### src/hdl/ricc_pkg.sv
`timescale 1ns / 1ps

package ricc_pkg;

    localparam int unsigned MAX_IMAGE_BYTES = 8388608;

    localparam logic [31:0] CRC_POLY    = 32'hEDB88320;
    localparam logic [31:0] CRC_ONES    = 32'hFFFFFFFF;
    localparam logic [23:0] HDR_LEN     = 24'd16;
    localparam logic [23:0] TRAINER_LEN = 24'd512;

    localparam logic [7:0] FLAG6_TRAINER = 8'h04;
    localparam logic [7:0] FLAG7_VER_MSK = 8'h0C;
    localparam logic [7:0] FLAG7_VER_TWO = 8'h08;
    localparam logic [7:0] NIBBLE_HI     = 8'hF0;

    // "N", "E", "S", EOF
    localparam logic [7:0] MAGIC [4] = '{8'h4E, 8'h45, 8'h53, 8'h1A};

    typedef enum logic [2:0] {
        ST_OK        = 3'd0,
        ST_BAD_HDR   = 3'd1,
        ST_VER_TWO   = 3'd2,
        ST_TOO_SHORT = 3'd3,
        ST_CRC_BAD   = 3'd4
    } t_status;

    typedef enum logic {
        REG_IMAGE_SIZE = 1'b0,
        REG_PASS_MODE  = 1'b1
    } t_reg_idx;

    typedef enum logic {
        MODE_COPY   = 1'b0,
        MODE_VERIFY = 1'b1
    } t_mode;

    // reflected CRC-32, one byte, eight bit steps
    function automatic logic [31:0] crc_byte(input logic [31:0] crc, input logic [7:0] b);
        logic [31:0] c;
        c = crc ^ {24'd0, b};
        for (int k = 0; k < 8; k++) begin
            c = c[0] ? ((c >> 1) ^ CRC_POLY) : (c >> 1);
        end
        return c;
    endfunction

endpackage

### src/hdl/ricc_if.sv
`timescale 1ns / 1ps

interface ricc_byte_if import ricc_pkg::*; ();
    logic       valid;
    logic       ready;
    logic [7:0] data_byte;

    modport source (output valid, output data_byte, input ready);
    modport sink   (input valid, input data_byte, output ready);
endinterface

interface ricc_result_if import ricc_pkg::*; ();
    logic        valid;
    logic        ready;
    t_status     status;
    logic [31:0] image_crc;
    logic [21:0] prg_bytes;
    logic [20:0] chr_bytes;
    logic [7:0]  mapper;
    logic [7:0]  flags_six;
    logic [7:0]  flags_seven;

    modport source (output valid, output status, output image_crc, output prg_bytes,
                    output chr_bytes, output mapper, output flags_six, output flags_seven,
                    input ready);
    modport sink   (input valid, input status, input image_crc, input prg_bytes,
                    input chr_bytes, input mapper, input flags_six, input flags_seven,
                    output ready);
endinterface

### src/hdl/rom_image_header_crc_check.sv
`timescale 1ns / 1ps
// Pipeline: a byte passes through the input register, then the result register; the
// byte-wide CRC update and the header length compare sit between the two.
// Throughput: one byte per cycle while the result output is not held stalled.
// A result waiting at the output stalls the pipe only when the input register is full.
// Reset: synchronous, active low; copy pass armed, image_size 16, stored CRC zero.

module rom_image_header_crc_check import ricc_pkg::*; (
    input  logic        i_clk,
    input  logic        i_rst_n,
    input  logic        psel,
    input  logic        penable,
    input  logic        pwrite,
    input  logic [2:0]  paddr,
    input  logic [31:0] pwdata,
    output logic [31:0] prdata,
    output logic        pready,
    ricc_byte_if.sink   i_in,
    ricc_result_if.source o_res
);

    logic [23:0] r_image_size;
    t_mode       r_pass_mode;
    logic [23:0] r_pos;
    logic [31:0] r_crc;
    logic [31:0] r_stored_crc;
    logic [7:0]  r_hdr [4];
    logic        r_magic_ok;
    logic        r_pass_done;

    logic        r_in_valid;
    logic [7:0]  r_in_byte;

    logic        r_out_valid;
    t_status     r_res_status;
    logic [31:0] r_res_crc;
    logic [21:0] r_res_prg;
    logic [20:0] r_res_chr;
    logic [7:0]  r_res_mapper;
    logic [7:0]  r_res_f6;
    logic [7:0]  r_res_f7;

    logic        advance;
    logic        fire;
    logic        cfg_wr;
    logic        pass_restart;

    logic [31:0] n_crc;
    logic [31:0] n_final;
    logic [7:0]  n_hdr [4];
    logic        n_magic_ok;
    logic [24:0] pos_inc;
    logic [21:0] prg_sz;
    logic [20:0] chr_sz;
    logic [23:0] need;
    logic [24:0] verify_len;
    t_status     hdr_st;
    logic        has_result;
    t_status     res_status;
    logic        res_details;

    assign pready = 1'b1;
    assign cfg_wr = psel && penable && pwrite && pready;
    assign pass_restart = cfg_wr && (t_reg_idx'(paddr[2]) == REG_PASS_MODE);

    always_comb begin
        unique case (t_reg_idx'(paddr[2]))
            REG_IMAGE_SIZE: prdata = {8'd0, r_image_size};
            REG_PASS_MODE:  prdata = {31'd0, r_pass_mode};
            default:        prdata = '0;
        endcase
    end

    assign advance   = !r_out_valid || o_res.ready;
    assign fire      = r_in_valid && advance;
    assign i_in.ready = !r_in_valid || advance;

    always_comb begin
        n_crc      = crc_byte(r_crc, r_in_byte);
        n_final    = n_crc ^ CRC_ONES;
        pos_inc    = {1'b0, r_pos} + 25'd1;
        n_hdr      = r_hdr;
        n_magic_ok = r_magic_ok;
        if (r_pass_mode == MODE_COPY) begin
            if (r_pos < 24'd4) begin
                if (r_in_byte != MAGIC[r_pos[1:0]]) n_magic_ok = 1'b0;
            end else if (r_pos < 24'd8) begin
                n_hdr[r_pos[1:0]] = r_in_byte;
            end
        end

        prg_sz = {n_hdr[0], 14'd0};
        chr_sz = {n_hdr[1], 13'd0};
        need   = HDR_LEN + ((n_hdr[2] & FLAG6_TRAINER) != 8'd0 ? TRAINER_LEN : 24'd0)
               + {2'd0, prg_sz} + {3'd0, chr_sz};

        priority if (r_image_size < HDR_LEN ||
                     {1'b0, r_image_size} > 25'(MAX_IMAGE_BYTES)) hdr_st = ST_TOO_SHORT;
        else if (!n_magic_ok)                                 hdr_st = ST_BAD_HDR;
        else if ((n_hdr[3] & FLAG7_VER_MSK) == FLAG7_VER_TWO) hdr_st = ST_VER_TWO;
        else if (n_hdr[0] == 8'd0)                            hdr_st = ST_BAD_HDR;
        else if (r_image_size < need)                         hdr_st = ST_TOO_SHORT;
        else                                                  hdr_st = ST_OK;

        priority if (r_image_size < HDR_LEN)                        verify_len = {1'b0, HDR_LEN};
        else if ({1'b0, r_image_size} > 25'(MAX_IMAGE_BYTES))       verify_len = 25'(MAX_IMAGE_BYTES);
        else                                                        verify_len = {1'b0, r_image_size};

        has_result  = 1'b0;
        res_status  = ST_OK;
        res_details = 1'b1;
        if (!r_pass_done) begin
            if (r_pass_mode == MODE_COPY) begin
                priority if (r_pos == 24'd7 && hdr_st != ST_OK) begin
                    has_result  = 1'b1;
                    res_status  = hdr_st;
                    res_details = 1'b0;
                end else if (r_pos >= 24'd7 && pos_inc == {1'b0, r_image_size}) begin
                    has_result = 1'b1;
                end else begin
                    has_result = 1'b0;
                end
            end else if (pos_inc == verify_len) begin
                has_result = 1'b1;
                res_status = (n_final == r_stored_crc) ? ST_OK : ST_CRC_BAD;
            end
        end
    end

    always_ff @(posedge i_clk) begin
        if (!i_rst_n) begin
            r_image_size <= HDR_LEN;
            r_pass_mode  <= MODE_COPY;
            r_pos        <= '0;
            r_crc        <= CRC_ONES;
            r_stored_crc <= '0;
            r_hdr        <= '{default: 8'd0};
            r_magic_ok   <= 1'b1;
            r_pass_done  <= 1'b0;
        end else begin
            if (fire && !r_pass_done) begin
                r_crc      <= n_crc;
                r_pos      <= pos_inc[23:0];
                r_hdr      <= n_hdr;
                r_magic_ok <= n_magic_ok;
                if (has_result) r_pass_done <= 1'b1;
                if (has_result && r_pass_mode == MODE_COPY && res_details) begin
                    r_stored_crc <= n_final;
                end
            end
            if (cfg_wr) begin
                unique case (t_reg_idx'(paddr[2]))
                    REG_IMAGE_SIZE: r_image_size <= pwdata[23:0];
                    REG_PASS_MODE: begin
                        r_pass_mode <= t_mode'(pwdata[0]);
                        r_pos       <= '0;
                        r_crc       <= CRC_ONES;
                        r_magic_ok  <= 1'b1;
                        r_pass_done <= 1'b0;
                    end
                    default: ;
                endcase
            end
        end
    end

    always_ff @(posedge i_clk) begin
        if (!i_rst_n) begin
            r_in_valid  <= 1'b0;
            r_out_valid <= 1'b0;
        end else begin
            if (i_in.valid && i_in.ready) r_in_valid <= 1'b1;
            else if (advance)             r_in_valid <= 1'b0;
            if (advance) r_out_valid <= fire && has_result;
        end
    end

    always_ff @(posedge i_clk) begin
        if (i_in.valid && i_in.ready) r_in_byte <= i_in.data_byte;
        if (fire && has_result) begin
            r_res_status <= res_status;
            r_res_crc    <= res_details ? n_final : 32'd0;
            r_res_prg    <= res_details ? prg_sz : 22'd0;
            r_res_chr    <= res_details ? chr_sz : 21'd0;
            r_res_mapper <= res_details ? ((n_hdr[2] >> 4) | (n_hdr[3] & NIBBLE_HI)) : 8'd0;
            r_res_f6     <= n_hdr[2];
            r_res_f7     <= n_hdr[3];
        end
    end

    assign o_res.valid       = r_out_valid;
    assign o_res.status      = r_res_status;
    assign o_res.image_crc   = r_res_crc;
    assign o_res.prg_bytes   = r_res_prg;
    assign o_res.chr_bytes   = r_res_chr;
    assign o_res.mapper      = r_res_mapper;
    assign o_res.flags_six   = r_res_f6;
    assign o_res.flags_seven = r_res_f7;

    // a finished pass reopens only through a pass_mode write
    a_done_reopen: assert property (@(posedge i_clk) disable iff (!i_rst_n)
        $fell(r_pass_done) |-> $past(pass_restart))
        else $error("pass reopened without pass_mode write");

    // header failures carry no CRC or size details
    a_fail_no_detail: assert property (@(posedge i_clk) disable iff (!i_rst_n)
        (r_out_valid && (r_res_status == ST_BAD_HDR || r_res_status == ST_VER_TWO))
        |-> (r_res_crc == 32'd0 && r_res_prg == 22'd0 && r_res_mapper == 8'd0))
        else $error("header failure result carries details");

    // byte position moves only with a processed byte or a pass restart
    a_pos_hold: assert property (@(posedge i_clk) disable iff (!i_rst_n)
        (!fire && !pass_restart) |=> $stable(r_pos))
        else $error("byte position moved without a byte");

endmodule
### src/flat_wrapper.sv
// flat-port wrapper written by rule: the top's interface ports become plain ports
module rom_image_header_crc_check_flat import ricc_pkg::*;
  (i_clk, i_rst_n, psel, penable, pwrite, paddr, pwdata, prdata, pready, i_in_valid, i_in_data_byte, i_in_ready, o_res_valid, o_res_status, o_res_image_crc, o_res_prg_bytes, o_res_chr_bytes, o_res_mapper, o_res_flags_six, o_res_flags_seven, o_res_ready);
  ricc_byte_if i_in_i ();
  ricc_result_if o_res_i ();
  input  logic i_clk;
  input  logic i_rst_n;
  input  logic psel;
  input  logic penable;
  input  logic pwrite;
  input  logic [2:0] paddr;
  input  logic [31:0] pwdata;
  output logic [31:0] prdata;
  output logic pready;
  input wire logic [$bits(i_in_i.valid)-1:0] i_in_valid;
  input wire logic [$bits(i_in_i.data_byte)-1:0] i_in_data_byte;
  output wire logic [$bits(i_in_i.ready)-1:0] i_in_ready;
  output wire logic [$bits(o_res_i.valid)-1:0] o_res_valid;
  output wire logic [$bits(o_res_i.status)-1:0] o_res_status;
  output wire logic [$bits(o_res_i.image_crc)-1:0] o_res_image_crc;
  output wire logic [$bits(o_res_i.prg_bytes)-1:0] o_res_prg_bytes;
  output wire logic [$bits(o_res_i.chr_bytes)-1:0] o_res_chr_bytes;
  output wire logic [$bits(o_res_i.mapper)-1:0] o_res_mapper;
  output wire logic [$bits(o_res_i.flags_six)-1:0] o_res_flags_six;
  output wire logic [$bits(o_res_i.flags_seven)-1:0] o_res_flags_seven;
  input wire logic [$bits(o_res_i.ready)-1:0] o_res_ready;
  assign i_in_i.valid = i_in_valid;
  assign i_in_i.data_byte = i_in_data_byte;
  assign i_in_ready = i_in_i.ready;
  assign o_res_valid = o_res_i.valid;
  assign o_res_status = o_res_i.status;
  assign o_res_image_crc = o_res_i.image_crc;
  assign o_res_prg_bytes = o_res_i.prg_bytes;
  assign o_res_chr_bytes = o_res_i.chr_bytes;
  assign o_res_mapper = o_res_i.mapper;
  assign o_res_flags_six = o_res_i.flags_six;
  assign o_res_flags_seven = o_res_i.flags_seven;
  assign o_res_i.ready = o_res_ready;
  rom_image_header_crc_check u_core (.i_clk(i_clk), .i_rst_n(i_rst_n), .psel(psel), .penable(penable), .pwrite(pwrite), .paddr(paddr), .pwdata(pwdata), .prdata(prdata), .pready(pready), .i_in(i_in_i), .o_res(o_res_i));
endmodule
### config.mk
export PLATFORM = sky130hd
export DESIGN_NAME = rom_image_header_crc_check_flat
export DESIGN_NICKNAME = d
export VERILOG_FILES = /design/src/hdl/ricc_pkg.sv /design/src/hdl/ricc_if.sv /design/src/hdl/rom_image_header_crc_check.sv /design/src/flat_wrapper.sv
export SDC_FILE = /design/constraint.sdc
export NUM_CORES = 1
export LEC_CHECK = 0
export BUFFER_PORTS_ARGS = -buffer_cell sky130_fd_sc_hd__buf_2
export CAP_MARGIN = 15
export CORE_ASPECT_RATIO = 1.25
export CORE_MARGIN = 1
export CORE_UTILIZATION = 62
export DETAILED_ROUTE_END_ITERATION = 6
export PLACE_DENSITY = 0.86
export SYNTH_ARGS = -nofsm -noshare
export SYNTH_HDL_FRONTEND = slang
export SYNTH_SLANG_ARGS = --single-unit
### constraint.sdc
create_clock -name i_clk -period 13.99 [get_ports i_clk]
set_input_delay 2.0985 -clock i_clk [delete_from_list [all_inputs] [get_ports i_clk]]
set_output_delay 2.0985 -clock i_clk [all_outputs]
set_load 0.02 [all_outputs]
* Word-level counts from Yosys, hierarchy flattened *
Cells that the tools add are included.

storage, ports and cells
  register bits = 259
  bits in latches = 0
  RAM bits = 0
  bits in read-only memories = 0
  logic and storage cells = 134
  memories = 0

operators by class
  $add $sub $neg = 4
  multiply operators = 0
  div/mod/pow operators = 0
  order comparisons = 8
  equality and inequality tests = 6
  shift operators = 0
  muxes and demuxes = 56
  bitwise logic cells = 14
  reduce and logical (&&, ||, !) cells = 23

operator list
  cell                                                                     count
  32-bit two-way mux                                                       14
  13-bit NOT with 14-bit output                                            8
  24-bit two-way mux                                                       4
  32-bit case mux with 2 select lines                                      1
  32-bit bitwise mux                                                       1
  32-bit == test                                                           1
  32-bit NOT                                                               1
  32-bit by 8-bit XOR with 32-bit output                                   1
  24-bit by 1-bit adder with 25-bit output (second input constant)         1
  25-bit by 24-bit == test with 1-bit output                               1
  25-bit == test                                                           1
  25-bit two-way mux                                                       1
  24-bit by 21-bit adder with 24-bit output                                1
  24-bit by 22-bit adder with 24-bit output                                1
  5-bit by 24-bit adder with 24-bit output (first input constant)          1
  24-bit by 3-bit == test with 1-bit output (second input constant)        1
  24-bit by 3-bit >= comparator with 1-bit output (second input constant)  1
  24-bit greater-than comparator (second input constant)                   1
  24-bit < comparator                                                      1
  24-bit by 3-bit < comparator with 1-bit output (second input constant)   1
  24-bit by 4-bit < comparator with 1-bit output (second input constant)   1
  24-bit by 5-bit < comparator with 1-bit output (second input constant)   1
  3-bit two-way mux                                                        8
  8-bit two-way mux                                                        3
  other kinds (19)                                                         55

* Logic depth before layout (Yosys ltp) *
Gate-level depths: netlist (run 1).

  word-level depth = 28
  depth in mapped cells = 26

* Least setup slack after synthesis (run 1) *
No wires, ideal clock.

  kind = register to register
  start point = reg u_core.r_pos[12]
  end point = reg u_core.r_res_chr[13], in the netlist u_core.o_res.chr_bytes[13], enable pin
  arrival time = 8.641 ns
  required time = 13.457 ns
  slack = 4.816 ns
  stages on the path, launching flop included = 24
  path buffers = 2
  period minus slack after synthesis = 9.174 ns
  cells stage by stage = dfxtp_1 > buf_2 > nor4_1 > nand3_1 > or4_1 > buf_4 > mux2i_1 > inv_1 > ha_1 > a21oi_1 > a21oi_1 > or4_1 > a31o_1 > a21oi_2 > xnor2_1 > ha_1 > nand4_1 > nor2_1 > a211oi_1 > nand2b_1 > o31ai_2 > nor3_1 > inv_1 > a21oi_1

RTL lines
  what                      line                               RTL
  start: declaration        rom_image_header_crc_check.sv:24   logic [23:0] r_pos;
  start signal: assignment  rom_image_header_crc_check.sv:143  r_pos <= pos_inc[23:0];
  end signal: assignment    rom_image_header_crc_check.sv:184  r_res_chr <= res_details ? chr_sz : 21'd0;
  end: declaration          rom_image_header_crc_check.sv:38   logic [20:0] r_res_chr;

==> impl_metrics.py, run 1 <==
metrics = {
    "run_status": {
        "status": "finished clean",
    },
    "yosys": {
        "synth.yosys.warnings": 0,
        "synth_top_family_by_area": "simple AND/OR/NAND/NOR gates",
        "synthesized_area_fraction_occupied_by_ao_oa_aoi_and_oai_cells": 0.1282,
        "synth_mux_area_frac": 0.03453,
        "synth-main-ff-cell": "sky130_fd_sc_hd__dfxtp_1",
        "synth.distinct_cells": 80,
        "number_of_flops_mapped_to_enable_cells_by_yosys": 83,
        "synthSimpleGateAreaFrac": 0.1988,
        "sequential_element_share_of_the_synthesized_area": 0.4342,
        "postSynthRegisterBits": 232,
        "syn_area_mm2": 0.01261,
        "synthArstFlopShare": 0,
        "average_footprint_of_a_synthesized_cell_um2": 9.266,
        "synthXorXnorAreaFrac": 0.1088,
        "netlist_instances": 1361,
        "yosys.area_share.adder": 0.02342,
    },
    "routing": {
        "avgRoutedWirePerCell_um": 18.38,
        "vias_after_detailed_routing": 10290,
        "drt_iter0_drc": 1001,
        "drt_pass1_iterations": 5,
        "detail_route.drc_violations": 0,
        "drt.antenna.violating_nets": 0,
        "via_per_inst": 5.976,
        "routed_wl_um": 31650,
    },
    "power": {
        "max-vdd-ir-drop_mv": 0.1157,
        "total_power_mw": 1.832,
        "p_leak_nw": 5.385,
        "p_per_area_mw_per_mm2": 131.3,
    },
    "cts": {
        "clkSlewWorstSetupHoldPaths_ns": 0.07,
        "clock-sinks": 232,
        "ctsHoldBuffers": 0,
        "clock-root-buffer": "sky130_fd_sc_hd__clkbuf_16",
        "cts_tree": "yes",
        "post_cts_resized": 0,
        "ctsHtreeMaxLevel": 1,
        "clk-insertion-delay-late_ns": 0.54,
        "numCtsBuffers": 23,
        "cts_post_setup_buffers_inserted": 0,
        "cts.path.max_buffers": 3,
    },
    "timing": {
        "max_slew_margin": 0.2806,
        "max_freq_mhz": 131.8,
        "finalHoldViolCount": 0,
        "clock_skew_ns": 0.01095,
        "rsz0062_at_grt": "no",
        "timing.final.ws_setup_ns": 6.404,
        "tightest_slew_ns": 1.079,
        "layout_worst_path_cycle_share": 0.5423,
        "setup-violations-final": 0,
        "totalNegativeSetupSlack_ns": 0,
        "post-route-min-period_ns": 7.586,
        "drv_slew": 0,
    },
    "placed_design": {
        "hpwl_um": 21810,
        "detailedPlace.worstSlack_ns": 6.764,
        "gpl.final_weighted_congestion": 0.9647,
        "postPlaceCellArea_mm2": 0.01319,
        "port_buffers": 140,
    },
    "floorplan": {
        "core_area_mm2": 0.01968,
        "overall_die_height_um": 161.5,
        "fp-row-count": 57,
        "dieArea_mm2": 0.02092,
        "top_level_ports": 187,
        "start_util": 0.6407,
        "fp.dieW_um": 129.6,
    },
    "finish": {
        "design_area_mm2": 0.01395,
        "diodes": 0,
        "finish.utilization": 0.7089,
        "areaGrowthSynthToFinish_pct": 10.65,
        "post_route_cells_drive_above_1_share": 0.1606,
        "finish.net_count": 1513,
    },
    "hold_path": {
        "worst_hold_path.endpoint": "u_core.r_crc[31]",
        "holdPathStages": 2,
        "hold_start": "u_core.r_crc[31]",
        "hp-class": "reg2reg",
    },
    "global_routing": {
        "grtUsageMet3": 0.04538,
        "grt_usage": 0.3090,
        "first_global_vias": 9638,
        "grt_first_pass_wirelength_um": 50840,
        "number_of_antenna_violations_at_the_first_check_in_global_routing": 0,
        "global_route.overflow_total": 0,
        "grt_max_degree": 70,
        "grt_util_met2": 0.5177,
        "gr-usage-met1": 0.4140,
        "grt_busiest_layer": "met2",
    },
    "critical_path": {
        "worst_setup_path_start_kind": "flop",
        "worst-setup-path-type": "reg2reg",
        "kind_of_capture_point_of_the_worst_setup_path": "flop",
        "r2r_setup_slack_ns": 6.40,
        "signal_arrival_time_at_the_worst_endpoint_ns": 8.00,
        "worstPathMaxFanout": 25,
        "worstReg2RegStart": "u_core.r_pos[10]",
        "required_ns": 14.40,
        "ff2ff_path_depth": 21,
        "timing.rr.end": "u_core.r_stored_crc[6]",
    },
    "job": {
        "timing.max_cap.violations": 0,
    },
}
-- worst max-delay path, cell delays in order (launching register included) --
cell and delay (ns):
sky130_fd_sc_hd__dfxtp_1 0.45, sky130_fd_sc_hd__nor4_1 0.61, sky130_fd_sc_hd__nand3_1 0.32, sky130_fd_sc_hd__or4_1 0.77, sky130_fd_sc_hd__mux2i_1 0.50, sky130_fd_sc_hd__inv_1 0.09
sky130_fd_sc_hd__ha_1 0.30, sky130_fd_sc_hd__a21oi_1 0.14, sky130_fd_sc_hd__a21oi_1 0.06, sky130_fd_sc_hd__or4_1 0.45, sky130_fd_sc_hd__a31o_1 0.24, sky130_fd_sc_hd__a21oi_2 0.15
sky130_fd_sc_hd__xnor2_1 0.08, sky130_fd_sc_hd__ha_1 0.33, sky130_fd_sc_hd__nand4_1 0.12, sky130_fd_sc_hd__a31oi_1 0.15, sky130_fd_sc_hd__a211oi_1 0.09, sky130_fd_sc_hd__nand2b_1 0.22
sky130_fd_sc_hd__o31ai_2 0.41, sky130_fd_sc_hd__nand2_1 0.60, sky130_fd_sc_hd__a211o_1 0.85, sky130_fd_sc_hd__a211oi_1 0.50
-- stage by stage --
| stage | cells | hold slack [ns] |
|---|---|---|
| finish | 1722 | 0.4795 |
| detailed placement | 1680 | 0.4592 |
| global placement | 1680 | 0.4570 |
| floorplan | 1395 | 0.4459 |
| CTS | 1722 | 0.4789 |
| global route | 1722 | 0.4871 |
-- worst max-delay path by stage --
stage,startpoint,endpoint,slack [ns],cells past startpoint
after CTS,u_core.r_pos[10],u_core.r_stored_crc[6],6.66,21
final,u_core.r_pos[10],u_core.r_stored_crc[6],6.40,21
after floorplan,u_core.r_pos[12],u_core.o_res.chr_bytes[13],4.82,23
after detailed placement,u_core.r_pos[10],u_core.o_res.flags_six[2],6.76,22
after global routing,u_core.r_pos[12],u_core.r_stored_crc[6],5.98,21
after global placement,u_core.r_pos[10],u_core.o_res.flags_six[2],6.81,22
-- power by group --
group	internal (mW)	switching (mW)
clock	0.332	0.291
combinational	0.173	0.275
sequential	0.738	0.0222
total	1.24	0.588
-- logic make-up (layout without fill, tap and decap cells) --
family | count (synthesis) | after routing
and+or+nand+nor | 495 | 495
DFF | 232 | 232
AOI/OAI and AO/OA | 223 | 223
buffers and inverters | 190 | 252
xor gates and xnor gates | 155 | 155
muxes | 41 | 41
adders and majority gates | 23 | 23
other | 2 | 36
-- cell usage in the layout, fill, tap and decap left out, types with 27 or more instances in the layout --
cell type | netlist | layout
sky130_fd_sc_hd__a2111oi_0 | 27 | 27
sky130_fd_sc_hd__a211oi_1 | 51 | 51
sky130_fd_sc_hd__a21oi_1 | 47 | 46
sky130_fd_sc_hd__buf_2 | 13 | 140
sky130_fd_sc_hd__conb_1 | 2 | 36
sky130_fd_sc_hd__dfxtp_1 | 149 | 149
sky130_fd_sc_hd__edfxtp_1 | 83 | 83
sky130_fd_sc_hd__inv_1 | 59 | 58
sky130_fd_sc_hd__mux2i_1 | 30 | 30
sky130_fd_sc_hd__nand2_1 | 128 | 128
sky130_fd_sc_hd__nand3_1 | 38 | 38
sky130_fd_sc_hd__nand4_1 | 29 | 29
sky130_fd_sc_hd__nor2_1 | 131 | 130
sky130_fd_sc_hd__nor2b_1 | 49 | 49
sky130_fd_sc_hd__o211ai_1 | 32 | 32
sky130_fd_sc_hd__xnor2_1 | 108 | 108
sky130_fd_sc_hd__xor2_1 | 45 | 45
-- synthesized netlist by cell type, types with 11 or more instances --
cell type | instances | area (um2)
sky130_fd_sc_hd__a21oi_1 | 47 | 235.2
sky130_fd_sc_hd__o21ai_0 | 17 | 85.08
sky130_fd_sc_hd__dfxtp_1 | 149 | 2983
sky130_fd_sc_hd__xnor2_1 | 108 | 945.9
sky130_fd_sc_hd__clkbuf_1 | 68 | 255.2
sky130_fd_sc_hd__o211ai_1 | 32 | 240.2
sky130_fd_sc_hd__nand4_1 | 29 | 181.4
sky130_fd_sc_hd__or4_1 | 11 | 82.58
sky130_fd_sc_hd__nand3_1 | 38 | 190.2
sky130_fd_sc_hd__a2111oi_0 | 27 | 236.5
sky130_fd_sc_hd__nor2b_1 | 49 | 306.5
sky130_fd_sc_hd__nor3_1 | 26 | 130.1
sky130_fd_sc_hd__xor2_1 | 45 | 394.1
sky130_fd_sc_hd__ha_1 | 22 | 275.3
sky130_fd_sc_hd__inv_1 | 59 | 221.5
sky130_fd_sc_hd__nor4_1 | 20 | 125.1
sky130_fd_sc_hd__a211oi_1 | 51 | 382.9
sky130_fd_sc_hd__edfxtp_1 | 83 | 2492
sky130_fd_sc_hd__buf_2 | 13 | 65.06
sky130_fd_sc_hd__mux2i_1 | 30 | 300.3
sky130_fd_sc_hd__nor2_1 | 131 | 491.7
sky130_fd_sc_hd__nand2_1 | 128 | 480.5
sky130_fd_sc_hd__buf_4 | 41 | 307.8
-- sequential cells by signal (all words and copies together) (netlist names), 3 cells and up --
signal / flops
u_core.o_res.flags_seven: 8
u_core.r_hdr: 32
u_core.o_res.chr_bytes: 8
u_core.r_crc: 32
u_core.r_pos: 24
u_core.o_res.image_crc: 32
u_core.r_in_byte: 8
u_core.o_res.mapper: 8
u_core.o_res.flags_six: 8
u_core.r_stored_crc: 32
u_core.o_res.status: 3
u_core.o_res.prg_bytes: 8
u_core.r_image_size: 24
-- per-layer routing --
layer | vias up | wire length [um]
met5 | - | 0
li1 | 4876 | -
met3 | 52 | 2432
met2 | 455 | 15120
met4 | 0 | 608
met1 | 4907 | 13490
-- cell type report --
class	instances	area (um2)
clock buffer	23	575.6
fill	1484	5731
multi-input combinational	973	6382
tap	265	331.6
timing repair buffer	151	783.3
clock inverter	19	183.9
inverter	59	221.5
sequential	232	5475
(Power assumes the default switching activity.)
==> inputs of run 2 (changes only) <==
--- a/config.mk
+++ b/config.mk
@@ -9,9 +9,9 @@
 export CAP_MARGIN = 15
 export CORE_ASPECT_RATIO = 1.25
 export CORE_MARGIN = 1
-export CORE_UTILIZATION = 62
+export CORE_UTILIZATION = 52
 export DETAILED_ROUTE_END_ITERATION = 6
-export PLACE_DENSITY = 0.86
+export PLACE_DENSITY = 0.77
 export SYNTH_ARGS = -nofsm -noshare
 export SYNTH_HDL_FRONTEND = slang
 export SYNTH_SLANG_ARGS = --single-unit
==> constraint.sdc (replaced) <==
create_clock -name i_clk -period 6.6 [get_ports i_clk]
set_input_delay 0.99 -clock i_clk [delete_from_list [all_inputs] [get_ports i_clk]]
set_output_delay 0.99 -clock i_clk [all_outputs]
set_load 0.02 [all_outputs]
==> impl_metrics.py, run 2 (same netlist as run 1, synthesis figures left out) <==
metrics = {
    "run_status": {
        "status": "finished clean",
    },
    "finish": {
        "fill_cells": 2020,
        "layout_commonest_cell": "sky130_fd_sc_hd__dfxtp_1",
        "areaGrowthSynthToFinish_pct": 13.63,
        "post_route_cells_drive_above_1_share": 0.1744,
        "finish.net_count": 1534,
        "seqCellArea_mm2": 0.005475,
        "multiInputGateArea_mm2": 0.006404,
        "design_area_mm2": 0.01433,
        "final_cell_mix": "149 x sky130_fd_sc_hd__dfxtp_1, 140 x sky130_fd_sc_hd__buf_2, 130 x sky130_fd_sc_hd__nor2_1, 128 x sky130_fd_sc_hd__nand2_1, 108 x sky130_fd_sc_hd__xnor2_1",
        "diodes": 0,
    },
    "timing": {
        "max_freq_mhz": 162.3,
        "timing.final.ws_setup_ns": 0.4385,
        "timing.hold.ws_ns": 0.4710,
        "layout_worst_path_cycle_share": 0.9336,
        "rsz0062_at_grt": "no",
        "setup-violations-final": 0,
        "max_slew_margin": 0.3032,
        "finalHoldViolCount": 0,
        "post-route-min-period_ns": 6.161,
        "drv_slew": 0,
        "clock_skew_ns": 0.01407,
        "totalNegativeSetupSlack_ns": 0,
        "tightest_slew_ns": 1.043,
    },
    "critical_path": {
        "worstReg2RegStart": "u_core.r_pos[12]",
        "worst-setup-path-type": "reg2reg",
        "worstPathMaxFanout": 24,
        "signal_arrival_time_at_the_worst_endpoint_ns": 6.53,
        "worst_setup_path_start_kind": "flop",
        "required_ns": 6.97,
        "kind_of_capture_point_of_the_worst_setup_path": "flop",
        "timing.rr.end": "u_core.r_stored_crc[15]",
        "r2r_setup_slack_ns": 0.44,
        "ff2ff_path_depth": 23,
    },
    "placed_design": {
        "gpl.final_weighted_congestion": 0.9336,
        "postPlaceCellArea_mm2": 0.01346,
        "detailedPlace.worstSlack_ns": 0.4005,
        "hpwl_um": 23410,
        "port_buffers": 140,
    },
    "cts": {
        "clock-sinks": 232,
        "ctsHoldBuffers": 0,
        "clock-root-buffer": "sky130_fd_sc_hd__clkbuf_16",
        "ctsHtreeMaxLevel": 1,
        "clk-insertion-delay-late_ns": 0.52,
        "cts_tree": "yes",
        "cts.path.max_buffers": 3,
        "post_cts_resized": 0,
        "numCtsBuffers": 24,
        "clkSlewWorstSetupHoldPaths_ns": 0.06,
        "cts_post_setup_buffers_inserted": 0,
    },
    "power": {
        "total_power_mw": 4.011,
        "p_per_area_mw_per_mm2": 279.9,
        "max-vdd-ir-drop_mv": 0.1815,
        "p_leak_nw": 5.574,
    },
    "hold_path": {
        "worst_hold_path.endpoint": "u_core.r_stored_crc[19]",
        "holdPathStages": 2,
        "hold_start": "u_core.r_stored_crc[19]",
        "hp-class": "reg2reg",
    },
    "global_routing": {
        "global_route.overflow_total": 0,
        "grt_first_pass_wirelength_um": 52160,
        "first_global_vias": 9744,
        "number_of_antenna_violations_at_the_first_check_in_global_routing": 0,
        "grt_usage": 0.2666,
        "grt_max_degree": 81,
    },
    "floorplan": {
        "dieArea_mm2": 0.02488,
        "top_level_ports": 187,
        "fp-row-count": 63,
        "overall_die_height_um": 176.1,
        "start_util": 0.5315,
        "core_area_mm2": 0.02373,
        "fp.dieW_um": 141.3,
    },
    "routing": {
        "routed_wl_um": 32980,
        "via_per_inst": 5.663,
        "drt.antenna.violating_nets": 0,
        "drt_pass1_iterations": 5,
        "drt_iter0_drc": 781,
        "vias_after_detailed_routing": 10220,
        "avgRoutedWirePerCell_um": 18.28,
        "detail_route.drc_violations": 0,
    },
    "job": {
        "timing.max_cap.violations": 0,
    },
}
## run 2: critical path, cell delays in order, from the launching register on
cell	delay, ns
sky130_fd_sc_hd__dfxtp_1	0.42
sky130_fd_sc_hd__nor4_1	0.53
sky130_fd_sc_hd__nand3_2	0.27
sky130_fd_sc_hd__nor3_1	0.26
sky130_fd_sc_hd__buf_4	0.24
sky130_fd_sc_hd__mux2i_1	0.40
sky130_fd_sc_hd__inv_1	0.11
sky130_fd_sc_hd__ha_1	0.30
sky130_fd_sc_hd__a21oi_1	0.15
sky130_fd_sc_hd__a21oi_1	0.06
sky130_fd_sc_hd__or4_1	0.46
sky130_fd_sc_hd__a31o_1	0.24
sky130_fd_sc_hd__a21oi_2	0.14
sky130_fd_sc_hd__xnor2_1	0.08
sky130_fd_sc_hd__ha_1	0.32
sky130_fd_sc_hd__nand4_1	0.11
sky130_fd_sc_hd__a31oi_1	0.17
sky130_fd_sc_hd__a211oi_1	0.10
sky130_fd_sc_hd__nand2b_1	0.23
sky130_fd_sc_hd__o31ai_2	0.40
sky130_fd_sc_hd__nand2_1	0.14
sky130_fd_sc_hd__buf_4	0.25
sky130_fd_sc_hd__a2111oi_0	0.49
sky130_fd_sc_hd__a211oi_1	0.09
## run 2: routing by layer
metal  GRT usage  share of wire
met1      0.3186           0.39
met2      0.4767           0.51
met3     0.03336          0.053
met4      0.1191          0.039
met5           0              0
## run 2: through the flow
step	instances	utilization
4_1_cts	1804	0.6033
5_1_grt	1804	0.6040
3_3_place_gp	1760	0.5674
2_1_floorplan	1395	-
3_5_place_dp	1760	0.5674
6_report	1804	0.6040
## run 2: worst max path at each step
stage,startpoint,end,cells past startpoint,slack [ns]
2_1_floorplan,u_core.r_pos[12],u_core.o_res.chr_bytes[13],23,0.08
5_1_grt,u_core.r_pos[12],u_core.r_stored_crc[15],24,0.009
3_5_place_dp,u_core.r_pos[12],u_core.r_stored_crc[8],23,0.40
6_report,u_core.r_pos[12],u_core.r_stored_crc[15],23,0.44
3_3_place_gp,u_core.r_pos[12],u_core.o_res.image_crc[12],23,0.56
4_1_cts,u_core.r_pos[12],u_core.r_stored_crc[8],23,0.38
## run 2: layout make-up
class,instances,share of cell area
multi-input cells,973,0.4469
flip-flops and latches,232,0.3821
repair buffers,171,0.06776
clock buffers,30,0.04776
well taps,325,0.02838
inverters,59,0.01554
clock inverters,14,0.01161
## run 2: power by group
part	total (mW)	internal, mW	leakage [nW]	switching [mW]
Sequential	1.61	1.57	1.99	0.0446
Combinational	0.966	0.371	3.17	0.596
Clock	1.43	0.858	0.418	0.576
Total	4.01	2.79	5.57	1.22
